### src/file_type_magic_sniffer_unit_defines.svh
// Assertion macros for the file type sniffer.
// Depends on clk_i and rst_ni being visible where a macro is used.
`ifndef FILE_TYPE_MAGIC_SNIFFER_UNIT_DEFINES_SVH
`define FILE_TYPE_MAGIC_SNIFFER_UNIT_DEFINES_SVH

// Check a property on every clock edge outside reset.
`define FTS_ASSERT(lbl, prop, msg) \
  lbl: assert property (@(posedge clk_i) disable iff (!rst_ni) (prop)) else $error(msg);

// Check a property on every clock edge, reset included.
`define FTS_ASSERT_ALWAYS(lbl, prop, msg) \
  lbl: assert property (@(posedge clk_i) (prop)) else $error(msg);

`endif

### src/fts_pkg.sv
// Shared types, type codes and magic byte constants of the file type sniffer.
// No dependencies.
`default_nettype none

package fts_pkg;

  // Number of leading bytes kept for magic matching
  localparam int unsigned HDR_KEEP  = 5;
  localparam int unsigned HDR_IDX_W = 3;

  typedef logic [HDR_KEEP-1:0][7:0] hdr_t;

  typedef enum logic [3:0] {
    TYPE_UNKNOWN = 4'd0,
    TYPE_JPG     = 4'd1,
    TYPE_PNG     = 4'd2,
    TYPE_PDF     = 4'd3,
    TYPE_ZIP     = 4'd4,
    TYPE_PS      = 4'd5,
    TYPE_GIF     = 4'd6,
    TYPE_TIF     = 4'd7,
    TYPE_ELF     = 4'd8,
    TYPE_TXT     = 4'd9,
    TYPE_DAT     = 4'd10
  } type_code_e;

  localparam logic [7:0] B_00   = 8'h00;
  localparam logic [7:0] B_03   = 8'h03;
  localparam logic [7:0] B_04   = 8'h04;
  localparam logic [7:0] B_BANG = 8'h21;
  localparam logic [7:0] B_PCT  = 8'h25;
  localparam logic [7:0] B_STAR = 8'h2A;
  localparam logic [7:0] B_DASH = 8'h2D;
  localparam logic [7:0] B_D    = 8'h44;
  localparam logic [7:0] B_E    = 8'h45;
  localparam logic [7:0] B_F    = 8'h46;
  localparam logic [7:0] B_G    = 8'h47;
  localparam logic [7:0] B_I    = 8'h49;
  localparam logic [7:0] B_K    = 8'h4B;
  localparam logic [7:0] B_L    = 8'h4C;
  localparam logic [7:0] B_M    = 8'h4D;
  localparam logic [7:0] B_N    = 8'h4E;
  localparam logic [7:0] B_P    = 8'h50;
  localparam logic [7:0] B_S    = 8'h53;
  localparam logic [7:0] B_DEL  = 8'h7F;
  localparam logic [7:0] B_89   = 8'h89;
  localparam logic [7:0] B_D8   = 8'hD8;
  localparam logic [7:0] B_FF   = 8'hFF;

  localparam logic [7:0] CH_TAB   = 8'h09;
  localparam logic [7:0] CH_LF    = 8'h0A;
  localparam logic [7:0] CH_CR    = 8'h0D;
  localparam logic [7:0] CH_SPACE = 8'h20;
  localparam logic [7:0] CH_TILDE = 8'h7E;

  // Printable ASCII, tab, CR or LF
  function automatic logic is_text(input logic [7:0] b);
    return ((b >= CH_SPACE) && (b <= CH_TILDE)) ||
           (b == CH_TAB) || (b == CH_LF) || (b == CH_CR);
  endfunction

endpackage

`default_nettype wire

### src/fts_if.sv
// Valid/ready channel interfaces for the byte stream and the type result.
// Depends on nothing; payload widths are fixed.
`default_nettype none

interface fts_byte_if ();
  logic        valid;
  logic        ready;
  logic [7:0]  data_byte;
  logic [15:0] buffer_length;
  logic        last_byte;

  modport source (output valid, output data_byte, output buffer_length,
                  output last_byte, input ready);
  modport sink   (input valid, input data_byte, input buffer_length,
                  input last_byte, output ready);
endinterface

interface fts_code_if ();
  logic       valid;
  logic       ready;
  logic [3:0] type_code;

  modport source (output valid, output type_code, input ready);
  modport sink   (input valid, input type_code, output ready);
endinterface

`default_nettype wire

### src/file_type_magic_sniffer_unit.sv
// Throughput: one byte transfer per cycle, sustained, while the result side keeps up.
// After the transfer of the last byte, the type code becomes valid once the byte has
//   passed the input register and the code has been loaded into the result register.
// A result waiting on the output stalls only the last byte of the next buffer.
// Reset (rst_ni low, asynchronous) empties both stages and clears the scan state.
// Depends on fts_pkg, fts_if, fts_scan, fts_classify and the assertion macro header.
`default_nettype none

`include "file_type_magic_sniffer_unit_defines.svh"

module file_type_magic_sniffer_unit #(
  parameter int unsigned SCAN_BYTES = 256,
  parameter int unsigned TEXT_CAP   = 240,
  parameter int unsigned MIN_LENGTH = 16
) (
  input  wire logic   clk_i,
  input  wire logic   rst_ni,
  fts_byte_if.sink    byte_i,
  fts_code_if.source  type_o
);

  // Byte index and text count both reach SCAN_BYTES
  localparam int unsigned CNT_W = $clog2(SCAN_BYTES + 1);

  // Input register stage
  logic        s1_valid_q;
  logic [7:0]  s1_byte_q;
  logic [15:0] s1_len_q;
  logic        s1_last_q;

  // Result register stage
  logic                res_valid_q, res_valid_d;
  fts_pkg::type_code_e res_code_q;

  logic                res_free;
  logic                s1_fire;
  logic                in_xfer;
  fts_pkg::hdr_t       hdr;
  logic [CNT_W-1:0]    cnt;
  fts_pkg::type_code_e code;

  // A byte that is not the last only updates state, so it never waits on the
  // result side; the last byte moves only when the result register is free.
  assign res_free     = !res_valid_q || type_o.ready;
  assign s1_fire      = s1_valid_q && (!s1_last_q || res_free);
  assign byte_i.ready = !s1_valid_q || s1_fire;
  assign in_xfer      = byte_i.valid && byte_i.ready;

  // Control of the input stage
  always_ff @(posedge clk_i or negedge rst_ni) begin
    if (!rst_ni) begin
      s1_valid_q <= 1'b0;
    end else if (byte_i.ready) begin
      s1_valid_q <= byte_i.valid;
    end
  end

  // Payload of the input stage: hold until the stage advances
  always_ff @(posedge clk_i) begin
    if (in_xfer) begin
      s1_byte_q <= byte_i.data_byte;
      s1_len_q  <= byte_i.buffer_length;
      s1_last_q <= byte_i.last_byte;
    end
  end

  fts_scan #(
    .SCAN_BYTES (SCAN_BYTES),
    .CNT_W      (CNT_W)
  ) u_scan (
    .clk_i       (clk_i),
    .rst_ni      (rst_ni),
    .advance_i   (s1_fire),
    .last_i      (s1_last_q),
    .data_byte_i (s1_byte_q),
    .hdr_o       (hdr),
    .cnt_o       (cnt)
  );

  // Classify on the state that already includes the current byte
  fts_classify #(
    .CNT_W      (CNT_W),
    .TEXT_CAP   (TEXT_CAP),
    .MIN_LENGTH (MIN_LENGTH)
  ) u_classify (
    .hdr_i  (hdr),
    .cnt_i  (cnt),
    .len_i  (s1_len_q),
    .code_o (code)
  );

  // Load a new result on the last byte, drop the old one once it is taken
  always_comb begin
    res_valid_d = res_valid_q;
    if (s1_fire && s1_last_q) begin
      res_valid_d = 1'b1;
    end else if (type_o.ready) begin
      res_valid_d = 1'b0;
    end
  end

  always_ff @(posedge clk_i or negedge rst_ni) begin
    if (!rst_ni) begin
      res_valid_q <= 1'b0;
    end else begin
      res_valid_q <= res_valid_d;
    end
  end

  always_ff @(posedge clk_i) begin
    if (s1_fire && s1_last_q) begin
      res_code_q <= code;
    end
  end

  assign type_o.valid     = res_valid_q;
  assign type_o.type_code = res_code_q;

  // A result shows up only after a last byte left the input stage
  `FTS_ASSERT(a_res_from_last, $rose(type_o.valid) |-> $past(s1_fire && s1_last_q), "result without last byte")
  // Every last byte that leaves the input stage produces a result
  `FTS_ASSERT(a_last_gives_res, (s1_fire && s1_last_q) |=> type_o.valid, "last byte produced no result")
  // A stalled input register means a pending last byte behind a full result stage
  `FTS_ASSERT(a_stall_cause, !byte_i.ready |-> (s1_valid_q && s1_last_q && res_valid_q), "unexpected input stall")
  // Nothing is offered while in reset
  `FTS_ASSERT_ALWAYS(a_reset_quiet, !rst_ni |-> (!type_o.valid && !s1_valid_q), "output valid in reset")

endmodule

`default_nettype wire

### src/fts_scan.sv
// Per-buffer scan state: header bytes, byte index and text byte count.
// Depends on fts_pkg.
`default_nettype none

module fts_scan #(
  parameter int unsigned SCAN_BYTES = 256,
  parameter int unsigned CNT_W      = 9
) (
  input  wire logic             clk_i,
  input  wire logic             rst_ni,
  input  wire logic             advance_i,
  input  wire logic             last_i,
  input  wire logic [7:0]       data_byte_i,
  output fts_pkg::hdr_t         hdr_o,
  output logic      [CNT_W-1:0] cnt_o
);

  fts_pkg::hdr_t    hdr_q, hdr_d;
  logic [CNT_W-1:0] idx_q, idx_d;
  logic [CNT_W-1:0] cnt_q, cnt_d;

  // Fold the current byte into the state
  always_comb begin
    hdr_d = hdr_q;
    idx_d = idx_q;
    cnt_d = cnt_q;
    if (idx_q < CNT_W'(SCAN_BYTES)) begin
      if (idx_q < CNT_W'(fts_pkg::HDR_KEEP)) begin
        hdr_d[idx_q[fts_pkg::HDR_IDX_W-1:0]] = data_byte_i;
      end
      if (fts_pkg::is_text(data_byte_i)) begin
        cnt_d = cnt_q + CNT_W'(1);
      end
      idx_d = idx_q + CNT_W'(1);
    end
  end

  // Clear after the last byte so the next transfer starts a new buffer
  always_ff @(posedge clk_i or negedge rst_ni) begin
    if (!rst_ni) begin
      hdr_q <= '0;
      idx_q <= '0;
      cnt_q <= '0;
    end else if (advance_i) begin
      if (last_i) begin
        hdr_q <= '0;
        idx_q <= '0;
        cnt_q <= '0;
      end else begin
        hdr_q <= hdr_d;
        idx_q <= idx_d;
        cnt_q <= cnt_d;
      end
    end
  end

  assign hdr_o = hdr_d;
  assign cnt_o = cnt_d;

endmodule

`default_nettype wire

### src/fts_classify.sv
// Magic number match and text/binary decision for one buffer.
// Depends on fts_pkg.
`default_nettype none

module fts_classify #(
  parameter int unsigned CNT_W      = 9,
  parameter int unsigned TEXT_CAP   = 240,
  parameter int unsigned MIN_LENGTH = 16
) (
  input  wire fts_pkg::hdr_t       hdr_i,
  input  wire logic    [CNT_W-1:0] cnt_i,
  input  wire logic    [15:0]      len_i,
  output fts_pkg::type_code_e      code_o
);

  // Wide enough for 10 * count and 9 * length
  localparam int unsigned PW = 21;

  logic [7:0]    b0, b1, b2, b3, b4;
  logic [PW-1:0] cnt_x10;
  logic [PW-1:0] len_x9;
  logic          is_txt;

  assign b0 = hdr_i[0];
  assign b1 = hdr_i[1];
  assign b2 = hdr_i[2];
  assign b3 = hdr_i[3];
  assign b4 = hdr_i[4];

  // count > floor(9*len/10) holds exactly when 10*count > 9*len
  assign cnt_x10 = PW'(cnt_i) * PW'(4'd10);
  assign len_x9  = PW'(len_i) * PW'(4'd9);
  assign is_txt  = (cnt_x10 > len_x9) || (32'(cnt_i) > 32'(TEXT_CAP));

  always_comb begin
    if (len_i < 16'(MIN_LENGTH)) begin
      code_o = fts_pkg::TYPE_UNKNOWN;
    end else if (b0 == fts_pkg::B_FF && b1 == fts_pkg::B_D8 && b2 == fts_pkg::B_FF) begin
      code_o = fts_pkg::TYPE_JPG;
    end else if (b0 == fts_pkg::B_89 && b1 == fts_pkg::B_P &&
                 b2 == fts_pkg::B_N && b3 == fts_pkg::B_G) begin
      code_o = fts_pkg::TYPE_PNG;
    end else if (b0 == fts_pkg::B_PCT && b1 == fts_pkg::B_P && b2 == fts_pkg::B_D &&
                 b3 == fts_pkg::B_F && b4 == fts_pkg::B_DASH) begin
      code_o = fts_pkg::TYPE_PDF;
    end else if (b0 == fts_pkg::B_P && b1 == fts_pkg::B_K &&
                 b2 == fts_pkg::B_03 && b3 == fts_pkg::B_04) begin
      code_o = fts_pkg::TYPE_ZIP;
    end else if (b0 == fts_pkg::B_PCT && b1 == fts_pkg::B_BANG &&
                 b2 == fts_pkg::B_P && b3 == fts_pkg::B_S) begin
      code_o = fts_pkg::TYPE_PS;
    end else if (b0 == fts_pkg::B_G && b1 == fts_pkg::B_I && b2 == fts_pkg::B_F) begin
      code_o = fts_pkg::TYPE_GIF;
    end else if ((b0 == fts_pkg::B_I && b1 == fts_pkg::B_I &&
                  b2 == fts_pkg::B_STAR && b3 == fts_pkg::B_00) ||
                 (b0 == fts_pkg::B_M && b1 == fts_pkg::B_M &&
                  b2 == fts_pkg::B_00 && b3 == fts_pkg::B_STAR)) begin
      code_o = fts_pkg::TYPE_TIF;
    end else if (b0 == fts_pkg::B_DEL && b1 == fts_pkg::B_E &&
                 b2 == fts_pkg::B_L && b3 == fts_pkg::B_F) begin
      code_o = fts_pkg::TYPE_ELF;
    end else if (is_txt) begin
      code_o = fts_pkg::TYPE_TXT;
    end else begin
      code_o = fts_pkg::TYPE_DAT;
    end
  end

endmodule

`default_nettype wire
### src/flat_wrapper.sv
// flat-port wrapper written by rule: the top's interface ports become plain ports
module file_type_magic_sniffer_unit_flat 
#(
  parameter int unsigned SCAN_BYTES = 256,
  parameter int unsigned TEXT_CAP   = 240,
  parameter int unsigned MIN_LENGTH = 16
)
  (clk_i, rst_ni, byte_i_valid, byte_i_data_byte, byte_i_buffer_length, byte_i_last_byte, byte_i_ready, type_o_valid, type_o_type_code, type_o_ready);
  fts_byte_if byte_i_i ();
  fts_code_if type_o_i ();
  input  wire logic clk_i;
  input  wire logic rst_ni;
  input wire logic [$bits(byte_i_i.valid)-1:0] byte_i_valid;
  input wire logic [$bits(byte_i_i.data_byte)-1:0] byte_i_data_byte;
  input wire logic [$bits(byte_i_i.buffer_length)-1:0] byte_i_buffer_length;
  input wire logic [$bits(byte_i_i.last_byte)-1:0] byte_i_last_byte;
  output wire logic [$bits(byte_i_i.ready)-1:0] byte_i_ready;
  output wire logic [$bits(type_o_i.valid)-1:0] type_o_valid;
  output wire logic [$bits(type_o_i.type_code)-1:0] type_o_type_code;
  input wire logic [$bits(type_o_i.ready)-1:0] type_o_ready;
  assign byte_i_i.valid = byte_i_valid;
  assign byte_i_i.data_byte = byte_i_data_byte;
  assign byte_i_i.buffer_length = byte_i_buffer_length;
  assign byte_i_i.last_byte = byte_i_last_byte;
  assign byte_i_ready = byte_i_i.ready;
  assign type_o_valid = type_o_i.valid;
  assign type_o_type_code = type_o_i.type_code;
  assign type_o_i.ready = type_o_ready;
  file_type_magic_sniffer_unit #(.SCAN_BYTES(SCAN_BYTES), .TEXT_CAP(TEXT_CAP), .MIN_LENGTH(MIN_LENGTH)) u_core (.clk_i(clk_i), .rst_ni(rst_ni), .byte_i(byte_i_i), .type_o(type_o_i));
endmodule
### config.mk
export PLATFORM = sky130hd
export DESIGN_NAME = file_type_magic_sniffer_unit_flat
export DESIGN_NICKNAME = d
export VERILOG_FILES = /design/src/fts_pkg.sv /design/src/fts_if.sv /design/src/file_type_magic_sniffer_unit.sv /design/src/fts_scan.sv /design/src/fts_classify.sv /design/src/flat_wrapper.sv
export VERILOG_INCLUDE_DIRS = /design/src /design/src/src
export SDC_FILE = /design/constraint.sdc
export NUM_CORES = 1
export LEC_CHECK = 0
export BUFFER_PORTS_ARGS = -buffer_cell sky130_fd_sc_hd__buf_4
export CAP_MARGIN = 10
export CORE_MARGIN = 2
export CORE_UTILIZATION = 25
export DETAILED_ROUTE_END_ITERATION = 12
export GPL_TIMING_DRIVEN = 1
export SYNTH_ARGS = -nofsm -noshare
export SYNTH_HDL_FRONTEND = slang
export SYNTH_SLANG_ARGS = --single-unit
### constraint.sdc
create_clock -name clk_i -period 10.2 [get_ports clk_i]
set_clock_uncertainty 0.1 [all_clocks]
set_input_delay 0.51 -clock clk_i [delete_from_list [all_inputs] [get_ports clk_i]]
set_output_delay 0.51 -clock clk_i [all_outputs]
set_load 0.01 [all_outputs]
==> results of run 1 <==
cells in the mapped netlist (3+ instances only):
cell | instances | area [um^2]
clkbuf_1 | 36 | 135
nor4_1 | 26 | 163
a31oi_1 | 12 | 75.1
a21oi_1 | 28 | 140
and3_1 | 6 | 37.5
a311oi_1 | 3 | 26.3
edfxtp_1 | 29 | 871
o21ai_0 | 61 | 305
buf_2 | 9 | 45.0
mux2i_1 | 26 | 260
nand4_1 | 19 | 119
nor2_1 | 52 | 195
a22oi_1 | 36 | 270
nor2b_1 | 15 | 93.8
nand4b_1 | 4 | 35.0
nand3b_1 | 3 | 22.5
a22o_1 | 3 | 26.3
nor3_1 | 27 | 135
nor3b_1 | 6 | 45.0
nor4b_1 | 5 | 43.8
o31ai_1 | 5 | 37.5
nand2b_1 | 18 | 113
ha_1 | 50 | 626
inv_1 | 23 | 86.3
o22ai_1 | 6 | 37.5
or3_1 | 10 | 62.6
a21o_1 | 7 | 52.6
or4_1 | 9 | 67.6
and4b_1 | 3 | 30.0
xor2_1 | 14 | 123
xnor2_1 | 13 | 114
and2_1 | 8 | 50.1
nand3_1 | 15 | 75.1
or2_2 | 3 | 18.8
dfrtp_1 | 60 | 1500
nand2_1 | 75 | 282
o21a_1 | 4 | 30.0
and4_1 | 6 | 52.6
o21bai_1 | 4 | 30.0
power breakdown:
part	internal [mW]	switching, mW	leakage (nW)
Combinational	0.211	0.306	1.92
Sequential	0.441	0.110	1.08
Clock	0.190	0.156	0.149
Total	0.843	0.572	3.15
state kept, by name, indices dropped and copies added (netlist names):
register                 count
u_core.u_scan.idx_q          9
u_core.s1_byte_q             8
u_core.s1_len_q             16
u_core.s1_last_q             1
u_core.type_o.type_code      4
u_core.u_scan.hdr_q         40
u_core.type_o.valid          1
u_core.s1_valid_q            1
u_core.u_scan.cnt_q          9
metrics by stage:
step	util (%)	hold WS, ns	std cells	area, um^2	total power [mW]
6_report	28.6	0.148	1132	7710	1.41
2_1_floorplan	-	0.114	783	6870	0.910
3_3_place_gp	27.5	0.391	1116	7400	1.06
3_5_place_dp	27.5	0.391	1116	7400	1.07
5_1_grt	28.6	0.208	1132	7710	1.51
4_1_cts	28.6	0.169	1132	7710	1.42
routing by layer:
layer	share of wire, %	up-vias
met2	46	175
li1	-	2955
met4	1.9	0
met3	5.7	29
met1	47	2944
met5	0	-
worst min-delay path by stage:
stage	start	to	slack, ns	depth (start not counted)
detailed placement	u_core.u_scan.hdr_q[32]	u_core.u_scan.hdr_q[32]	0.39	2
CTS	rst_ni	u_core.u_scan.hdr_q[13]	0.17	1
finish	rst_ni	u_core.u_scan.hdr_q[37]	0.15	1
global placement	u_core.u_scan.hdr_q[36]	u_core.u_scan.hdr_q[36]	0.39	2
floorplan	rst_ni	u_core.s1_valid_q	0.11	0
global route	rst_ni	u_core.u_scan.hdr_q[33]	0.21	1
final cells by class:
cell class / instances / area [um^2]
clock inverter: 5 / 45.0
multi-input combinational: 623 / 4220
fill: 2782 / 19200
clock buffer: 11 / 264
timing repair buffer: 40 / 300
inverter: 23 / 86.3
tap: 341 / 427
sequential: 89 / 2370
cells in the final DEF, fill, tap and decap left out, types with 4 or more instances in the layout:
cell / synthesis / routed
buf_4: 0 / 40
clkbuf_16: 0 / 10
nor4_1: 26 / 26
inv_1: 23 / 23
o21a_1: 4 / 4
o31ai_1: 5 / 5
nor2_1: 52 / 52
nand2b_1: 18 / 18
ha_1: 50 / 50
nor3b_1: 6 / 6
dfrtp_1: 60 / 60
nand2_1: 75 / 74
or4_1: 9 / 9
xnor2_1: 13 / 13
nand3_1: 15 / 15
nor4b_1: 5 / 5
a22oi_1: 36 / 36
o21bai_1: 4 / 4
or3_1: 10 / 10
o22ai_1: 6 / 6
and3_1: 6 / 6
a21o_1: 7 / 7
mux2i_1: 26 / 26
o21ai_0: 61 / 61
nand4b_1: 4 / 4
nor2b_1: 15 / 15
xor2_1: 14 / 14
nor3_1: 27 / 27
nand4_1: 19 / 19
and2_1: 8 / 8
edfxtp_1: 29 / 29
and4_1: 6 / 6
a21oi_1: 28 / 28
a31oi_1: 12 / 12
worst max-delay path, cell delays in order, from the launching register on:
cell       delay (ns)
edfxtp_1         0.70
or3b_1           0.40
a311o_1          0.38
a21boi_0         0.35
nand4_1          0.16
xor2_1           0.33
inv_1            0.09
ha_1             0.29
ha_1             0.22
fa_1             0.40
a21oi_1          0.17
nor2_1           0.05
nor2_1           0.17
o21bai_1         0.09
a21oi_1          0.23
nor2b_1          0.07
nor2_1           0.09
nor2_1           0.05
ha_1             0.32
nor2_1           0.04
a21oi_1          0.11
o2111ai_1        0.12
nor3_1           0.18
nand4_1          0.10
nor4_1           0.39
nor3b_1          0.10
o211a_1          0.24
logic make-up after synthesis:
group           after synthesis  synth area share, %
compound gates              198                 18.9
xor+xnor                     28                 3.68
fa+ha+maj                    52                 9.69
buf+inv                      71                 4.15
flops                        89                 34.5
mux                          29                 4.33
simple gates                316                 24.8
==> metrics.cfg, run 1 <==
[outcome]
run_status=completed

[grt]
grtUsageTotal_pct=14.0
grt_pass1_vias=5795
use_met2_pct=22.3
grt_start_max_net_pins=63
antenna_found_initial=0
use_met1_pct=19.5
grt-busiest-layer=met2
grt_pass1_wl_um=31900
grt_remaining_overflow=0
grtUsageMet3_pct=2.64

[sta]
min_period_over_period_pct=60.8
tightest_slew_ns=0.891
setup_viol=0
finalSetupTns_ns=0
maxSlewHeadroom_pct=40.4
fin_crit_ns=6.20
setup_slack_ns=4.00
hold_violations=0
rsz0062_at_grt=no
final_max_slew_viol_count=0
fmax_mhz=161

[synthesis]
synthesis.area_um2=6870
synthCells=783
ys_seq_elements=89
ys.warnings.count=0
synthArstFlopShare_pct=67.4
synth_edf_count=29
avgSynthCellArea_um2=8.78
yosysSeqAreaShare_pct=34.5
synthDistinctLibCells=71
synth-main-ff-cell=dfrtp_1
syn-num-nets=864

[die]
rows=60
boundaryPins=35
fp.dieW_um=170
coreArea_um2=27000
die_h_um=170
die_area_um2=28800
initial_utilization_pct=25.5

[worst_setup_path]
cp-end-kind=register
critPathCapture=u_core.type_o.type_code[1]
critPathLaunchType=register
regToRegStartpoint=u_core.s1_byte_q[1]
rr_endpoint=u_core.type_o.type_code[1]
critPathLaunch=u_core.s1_byte_q[1]
r2r_slack_ns=4.00
arrival_ns=6.21
ff2ff_path_depth=26
crit_type=reg2reg
cp.required_ns=10.21
cp_max_fo=15

[clock_network]
clock_path_buffers=2
numCtsBuffers=9
root_buffer=clkbuf_16
cts_tree=built
cts_sinks=89
clk_transition_reported_paths_ns=0.07
cts_resized=0
clkLatencyLatePin_ns=0.36
cts_setup_buffers=0
htree_levels=3
cts_hold_buf=0

[routing]
ant_nets=0
dr.pass1.iters=5
wl_per_cell_um=17.5
vias=6103
drc_errors=0
routed_wl_um=19800
drt_iter0_markers=585
viasPerCell=5.39

[place]
dp_hpwl_um=14200
dp_worst_setup_slack_ns=4.04
gp_congestion=0.948
io_buffers=34

[worst_hold_path]
min-delay-path-class=in2async

[job]
cap_violations=0

[power_and_ir_drop]
pwr_density_cell_nw_per_um2=183
ir_drop_mv=0.0893
p_leak_nw=3.15

[final_layout]
syn2layout_area_growth_pct=12.2
drive_gt1_share_pct=8.72
nNetsFinal=867
n_antenna_cell=0

(Power assumes the default switching activity.)
==> run 2, diff against run 1 <==
==> constraint.sdc (replaced) <==
create_clock -name clk_i -period 6.02 [get_ports clk_i]
set_clock_uncertainty 0.1 [all_clocks]
set_input_delay 0.301 -clock clk_i [delete_from_list [all_inputs] [get_ports clk_i]]
set_output_delay 0.301 -clock clk_i [all_outputs]
set_load 0.01 [all_outputs]
==> metrics.cfg, run 2 (synthesis gave the netlist of run 1 again) <==
[die]
boundaryPins=35  ; unchanged
rows=60  ; unchanged
coreArea_um2=27000  ; unchanged
die_h_um=170  ; unchanged
initial_utilization_pct=25.5  ; unchanged
die_area_um2=28800  ; unchanged
fp.dieW_um=170  ; unchanged

[clock_network]
numCtsBuffers=9  ; unchanged
root_buffer=clkbuf_16
cts_sinks=89  ; unchanged
clkLatencyLatePin_ns=0.36  ; about the same
cts_tree=built
clock_path_buffers=2  ; unchanged
htree_levels=3  ; unchanged
clk_transition_reported_paths_ns=0.08  ; about the same

[final_layout]
syn2layout_area_growth_pct=14.1
top_regs=u_core.u_scan.hdr_q: 40 flops, u_core.s1_len_q: 16 flops
nNetsFinal=878  ; +1.3%
largest_register=u_core.u_scan.hdr_q
largest_reg_flops=40  ; unchanged
n_antenna_cell=0  ; unchanged
layout_common_cells=nand2_1, o21ai_0, dfrtp_1, nor2_1
final_common_cell=nand2_1
drive_gt1_share_pct=10.2  ; +1.5 points

[grt]
grt_remaining_overflow=0  ; unchanged
grt_pass1_wl_um=32300  ; +1.1%
grt_start_max_net_pins=61  ; -3.2%
grtUsageTotal_pct=14.0  ; about the same
grt_pass1_vias=5941  ; +2.5%
antenna_found_initial=0  ; unchanged

[routing]
vias=6167  ; +1.0%
drt_iter0_markers=550  ; -6.0%
ant_nets=0  ; unchanged
dr.pass1.iters=5  ; unchanged
routed_wl_um=19700  ; -0.46%
viasPerCell=5.40  ; about the same
drc_errors=0  ; unchanged
wl_per_cell_um=17.3  ; -1.4%

[power_and_ir_drop]
switchingPower_mw=0.965  ; +69%
p_clk_share_pct=25.9  ; +1.4 points
p_int_mw=1.48  ; +75%
p_seq_share_pct=37.6  ; -1.3 points
p_leak_nw=3.22  ; +2.1%
ir_drop_mv=0.145  ; +63%
pwr_density_cell_nw_per_um2=312  ; +70%
total_power_mw=2.44  ; +73%
p_sw_share_pct=39.5  ; -0.92 points
comb_power_share_pct=36.5  ; about the same

[sta]
fin_crit_ns=5.65  ; -0.552 ns
tightest_slew_ns=0.854  ; -0.0378 ns
finalSetupTns_ns=0  ; unchanged
maxSlewHeadroom_pct=41.6  ; +1.2 points
fmax_mhz=177  ; +9.8%
min_period_over_period_pct=93.8  ; +33 points
rsz0062_at_grt=no
final_max_slew_viol_count=0  ; unchanged
hold_violations=0  ; unchanged
setup_viol=0  ; unchanged

[place]
gp_congestion=0.930  ; -1.9%
dp_hpwl_um=14200  ; +0.37%
io_buffers=34  ; unchanged

[worst_hold_path]
hold_depth=1
min-delay-path-class=in2reg

[worst_setup_path]
cp_max_fo=13  ; -2
r2r_slack_ns=0.37  ; -3.63 ns
ff2ff_path_depth=25  ; -3.8%
critPathLaunchType=register
cp.required_ns=6.03  ; -4.18 ns
arrival_ns=5.66  ; -0.55 ns
cp-end-kind=register
crit_type=reg2reg

[outcome]
run_status=completed

[job]
cap_violations=0  ; unchanged

[run 2: changes by cell type in the layout (fill, tap and decap cells not counted), sizes merged]
cell / previous run / this run
bufinv: 0 / 1
dlygate4sd3: 0 / 1
clkinvlp: 1 / 0
buf: 40 / 50
[run 2: layout make-up]
| class | count | area (um^2) |
|---|---|---|
| clock buffers | 11 | 264 |
| clock inverters | 5 | 67.6 |
| fillers | 2787 | 19100 |
| inverters | 23 | 86.3 |
| multi-input cells | 623 | 4240 |
| flip-flops and latches | 89 | 2370 |
| well taps | 341 | 427 |
| repair buffers | 51 | 385 |
[run 2: per-stage QoR]
| stage | std cells | hold slack [ns] | utilization (%) | area, um^2 | setup slack [ns] |
|---|---|---|---|---|---|
| 3_5_place_dp | 1125 | 0.354 | 27.7 | 7470 | 0.368 |
| 4_1_cts | 1142 | 0.00621 | 29.0 | 7810 | 0.329 |
| 6_report | 1143 | 0.00817 | 29.1 | 7840 | 0.371 |
| 3_3_place_gp | 1125 | 0.347 | 27.7 | 7470 | 0.499 |
| 2_1_floorplan | 783 | -0.0946 | - | 6870 | 0.721 |
| 5_1_grt | 1143 | 0.00631 | 29.1 | 7840 | 0.00832 |
[run 2: final timing paths]
| path | from | to |
|---|---|---|
| min in group asynchronous | rst_ni | u_core.u_scan.hdr_q[15] |
| worst max register to register | u_core.s1_byte_q[0] | u_core.type_o.type_code[1] |
| worst max-delay path | u_core.s1_byte_q[0] | u_core.type_o.type_code[1] |
| worst min-delay path | byte_i_data_byte[3] | u_core.s1_byte_q[3] |
| worst min register to register | u_core.u_scan.hdr_q[32] | u_core.u_scan.hdr_q[32] |
| max in group asynchronous | rst_ni | u_core.s1_valid_q |
[run 2: repair_timing]
item	4_1_cts	5_1_grt
endpoints found under the setup margin	0	2
setup buffers	0	1
hold endpoints to repair	60	0
hold buffers	1	0
resized for setup	0	4
[run 2: routing by layer]
| layer | global-route usage, % | share of wire [%] |
|---|---|---|
| met5 | 0 | 0 |
| met4 | 4.01 | 1.9 |
| met3 | 3.33 | 6.6 |
| met2 | 22.1 | 45 |
| met1 | 19.1 | 46 |
[run 2: power groups by stage]
| stage | clock network, mW | registers (mW) | logic (mW) |
|---|---|---|---|
| 2_1_floorplan | 0 | 0.852 | 0.689 |
| 3_3_place_gp | 0 | 0.921 | 0.869 |
| 3_5_place_dp | 0 | 0.923 | 0.870 |
| 4_1_cts | 0.648 | 0.912 | 0.877 |
| 5_1_grt | 0.668 | 0.942 | 1.00 |
| 6_report | 0.633 | 0.919 | 0.892 |
[run 2: critical path, stage by stage, from the launching register on]
cell and delay (ns):
edfxtp_1 0.35, buf_4 0.22, nand2b_1 0.15, a311o_1 0.44
a21o_1 0.25, nor2_1 0.26, xnor2_2 0.19, inv_1 0.08
ha_1 0.35, ha_1 0.31, a21o_1 0.15, a21oi_1 0.22
o21bai_1 0.09, a21oi_1 0.25, o21bai_1 0.09, a21oi_1 0.19
xor2_1 0.17, ha_1 0.26, nand4_1 0.13, or4_1 0.13
nand2_1 0.05, nor3_1 0.19, nand4_1 0.13, nor4_2 0.32
nor3b_1 0.09, o211a_1 0.24
==> run 3, diff against run 2 <==
--- a/config.mk
+++ b/config.mk
@@ -12,6 +12,7 @@
 export CORE_UTILIZATION = 25
 export DETAILED_ROUTE_END_ITERATION = 12
 export GPL_TIMING_DRIVEN = 1
+export HOLD_SLACK_MARGIN = 0.05
 export SYNTH_ARGS = -nofsm -noshare
 export SYNTH_HDL_FRONTEND = slang
 export SYNTH_SLANG_ARGS = --single-unit
==> metrics.cfg, run 3 (synthesis gave the netlist of run 1 again) <==
[outcome]
run_status=completed

[final_layout]
largest_register=u_core.u_scan.hdr_q
n_antenna_cell=0  ; unchanged
syn2layout_area_growth_pct=17.8
nNetsFinal=904  ; +3.0%
largest_reg_flops=40  ; unchanged
top_regs=u_core.u_scan.hdr_q: 40 flops, u_core.s1_len_q: 16 flops
layout_common_cells=nand2_1, o21ai_0, dfrtp_1, nor2_1
design_area_um2=8100  ; +3.3%
utilization_pct=30.0  ; +0.97 points
drive_gt1_share_pct=9.90  ; -0.32 points
final_common_cell=nand2_1

[worst_setup_path]
crit_type=reg2reg
cp_max_fo=13  ; unchanged
cp.required_ns=6.03  ; about the same
critPathLaunchType=register
slowest_delay_ns=0.44  ; about the same
regToRegStartpoint=u_core.s1_byte_q[0]
critPathLaunch=u_core.s1_byte_q[0]
arrival_ns=5.64  ; -0.02 ns
rr_endpoint=u_core.type_o.type_code[1]
critPathBufInv=2  ; unchanged
cpMaxStageDelayCell=a311o_1
ff2ff_path_depth=25  ; unchanged
cp-end-kind=register
r2r_slack_ns=0.39  ; +0.02 ns
path_delay_family=compound AO/OA/AOI/OAI gates

[grt]
grtUsageTotal_pct=14.2  ; +0.18 points
antenna_found_initial=0  ; unchanged
grt_remaining_overflow=0  ; unchanged
grt_pass1_wl_um=32700  ; +1.4%
grt_pass1_vias=6074  ; +2.2%
grt_start_max_net_pins=61  ; unchanged

[worst_hold_path]
hold_start=type_o_ready
hold_depth=3  ; +2
min_to=u_core.type_o.valid
min-delay-path-class=in2reg

[clock_network]
cts_sinks=89  ; unchanged
cts_tree=built
clkLatencyLatePin_ns=0.36  ; about the same
numCtsBuffers=9  ; unchanged
clock_path_buffers=2  ; unchanged
root_buffer=clkbuf_16
htree_levels=3  ; unchanged
clk_transition_reported_paths_ns=0.07  ; about the same

[place]
io_buffers=34  ; unchanged
gp_congestion=0.930  ; unchanged
dp_hpwl_um=14200  ; unchanged
dpl_cell_area_um2=7470  ; unchanged

[die]
rows=60  ; unchanged
die_h_um=170  ; unchanged
fp.dieW_um=170  ; unchanged
boundaryPins=35  ; unchanged
die_area_um2=28800  ; unchanged
initial_utilization_pct=25.5  ; unchanged
coreArea_um2=27000  ; unchanged

[sta]
min_period_over_period_pct=93.6  ; -0.25 points
maxSlewHeadroom_pct=36.1  ; -5.5 points
tightest_slew_ns=0.934  ; +0.0803 ns
final_max_slew_viol_count=0  ; unchanged
timing.hold.ws_ns=0.181  ; +0.173 ns
hold_violations=0  ; unchanged
setup_viol=0  ; unchanged
finalSetupTns_ns=0  ; unchanged
rsz0062_at_grt=no
fmax_mhz=177  ; +0.27%
fin_crit_ns=5.63  ; -0.0153 ns

[routing]
ant_nets=0  ; unchanged
drt_iter0_markers=576  ; +4.7%
viasPerCell=5.35  ; -0.81%
drc_errors=0  ; unchanged
routed_wl_um=20000  ; +1.4%
wl_per_cell_um=17.1  ; -0.86%
vias=6256  ; +1.4%
dr.pass1.iters=5  ; unchanged

[power_and_ir_drop]
ir_drop_mv=0.146  ; +0.19%
pwr_density_cell_nw_per_um2=303  ; -2.7%
total_power_mw=2.46  ; +0.49%
p_leak_nw=3.32  ; +3.4%

[job]
cap_violations=0  ; unchanged

## run 3: cell count changes in the layout (fill, tap and decap cells not counted), sizes merged
cell / delta
dlygate4sd3: +26
## run 3: how the worst max path moves through the flow
stage	end	depth (start not counted)
after global placement	u_core.type_o.type_code[1]	22
after floorplan	u_core.type_o.type_code[1]	26
after detailed placement	u_core.type_o.type_code[1]	25
after CTS	u_core.type_o.type_code[1]	25
after global routing	u_core.type_o.type_code[1]	25
final	u_core.type_o.type_code[1]	25
## run 3: per-stage QoR
stage	instances	worst slack, ns
finish	1169	0.386
global route	1169	0.00832
CTS	1168	0.329
detailed placement	1125	0.368
global placement	1125	0.499
floorplan	783	0.721
## run 3: area by class of cell
| class | instances | area (um^2) |
|---|---|---|
| tap | 341 | 427 |
| clock buffer | 11 | 264 |
| inverter | 23 | 86.3 |
| timing repair buffer | 77 | 646 |
| sequential | 89 | 2370 |
| fill | 2771 | 18900 |
| clock inverter | 5 | 67.6 |
| multi-input combinational | 623 | 4240 |
## run 3: report_power, final
| part | switching [mW] | total, mW | internal [mW] | leakage [nW] |
|---|---|---|---|---|
| clock | 0.267 | 0.632 | 0.365 | 0.163 |
| sequential | 0.171 | 0.919 | 0.747 | 1.08 |
| combinational | 0.527 | 0.905 | 0.377 | 2.08 |
## run 3: what timing repair did
action | in CTS | in global routing
hold buffers | 27 | 0
endpoints found under the hold margin | 86 | 0
resized for setup | 0 | 4
setup endpoints to repair | 0 | 2
buffers inserted | 0 | 1
## run 3: worst register-to-register path, stage by stage, from the launching register on
cell and delay (ns):
edfxtp_1 0.35, buf_4 0.22, nand2b_1 0.15, a311o_1 0.44, a21o_1 0.25, nor2_1 0.27, xnor2_2 0.19, inv_1 0.08
ha_1 0.34, ha_1 0.31, a21o_1 0.16, a21oi_1 0.22, o21bai_1 0.09, a21oi_1 0.25, o21bai_1 0.09, a21oi_1 0.19
xor2_1 0.17, ha_1 0.26, nand4_1 0.13, or4_1 0.13, nand2_1 0.05, nor3_1 0.19, nand4_1 0.13, nor4_2 0.33
nor3b_1 0.09, o211a_1 0.23
## run 3: routing by layer
metal	GRT usage [%]	vias to the layer above	part of all wire, %
met3	3.33	38	6.0
met4	4.01	0	2.2
met2	22.7	171	45
li1	-	3028	-
met5	0	-	0
met1	19.1	3019	46
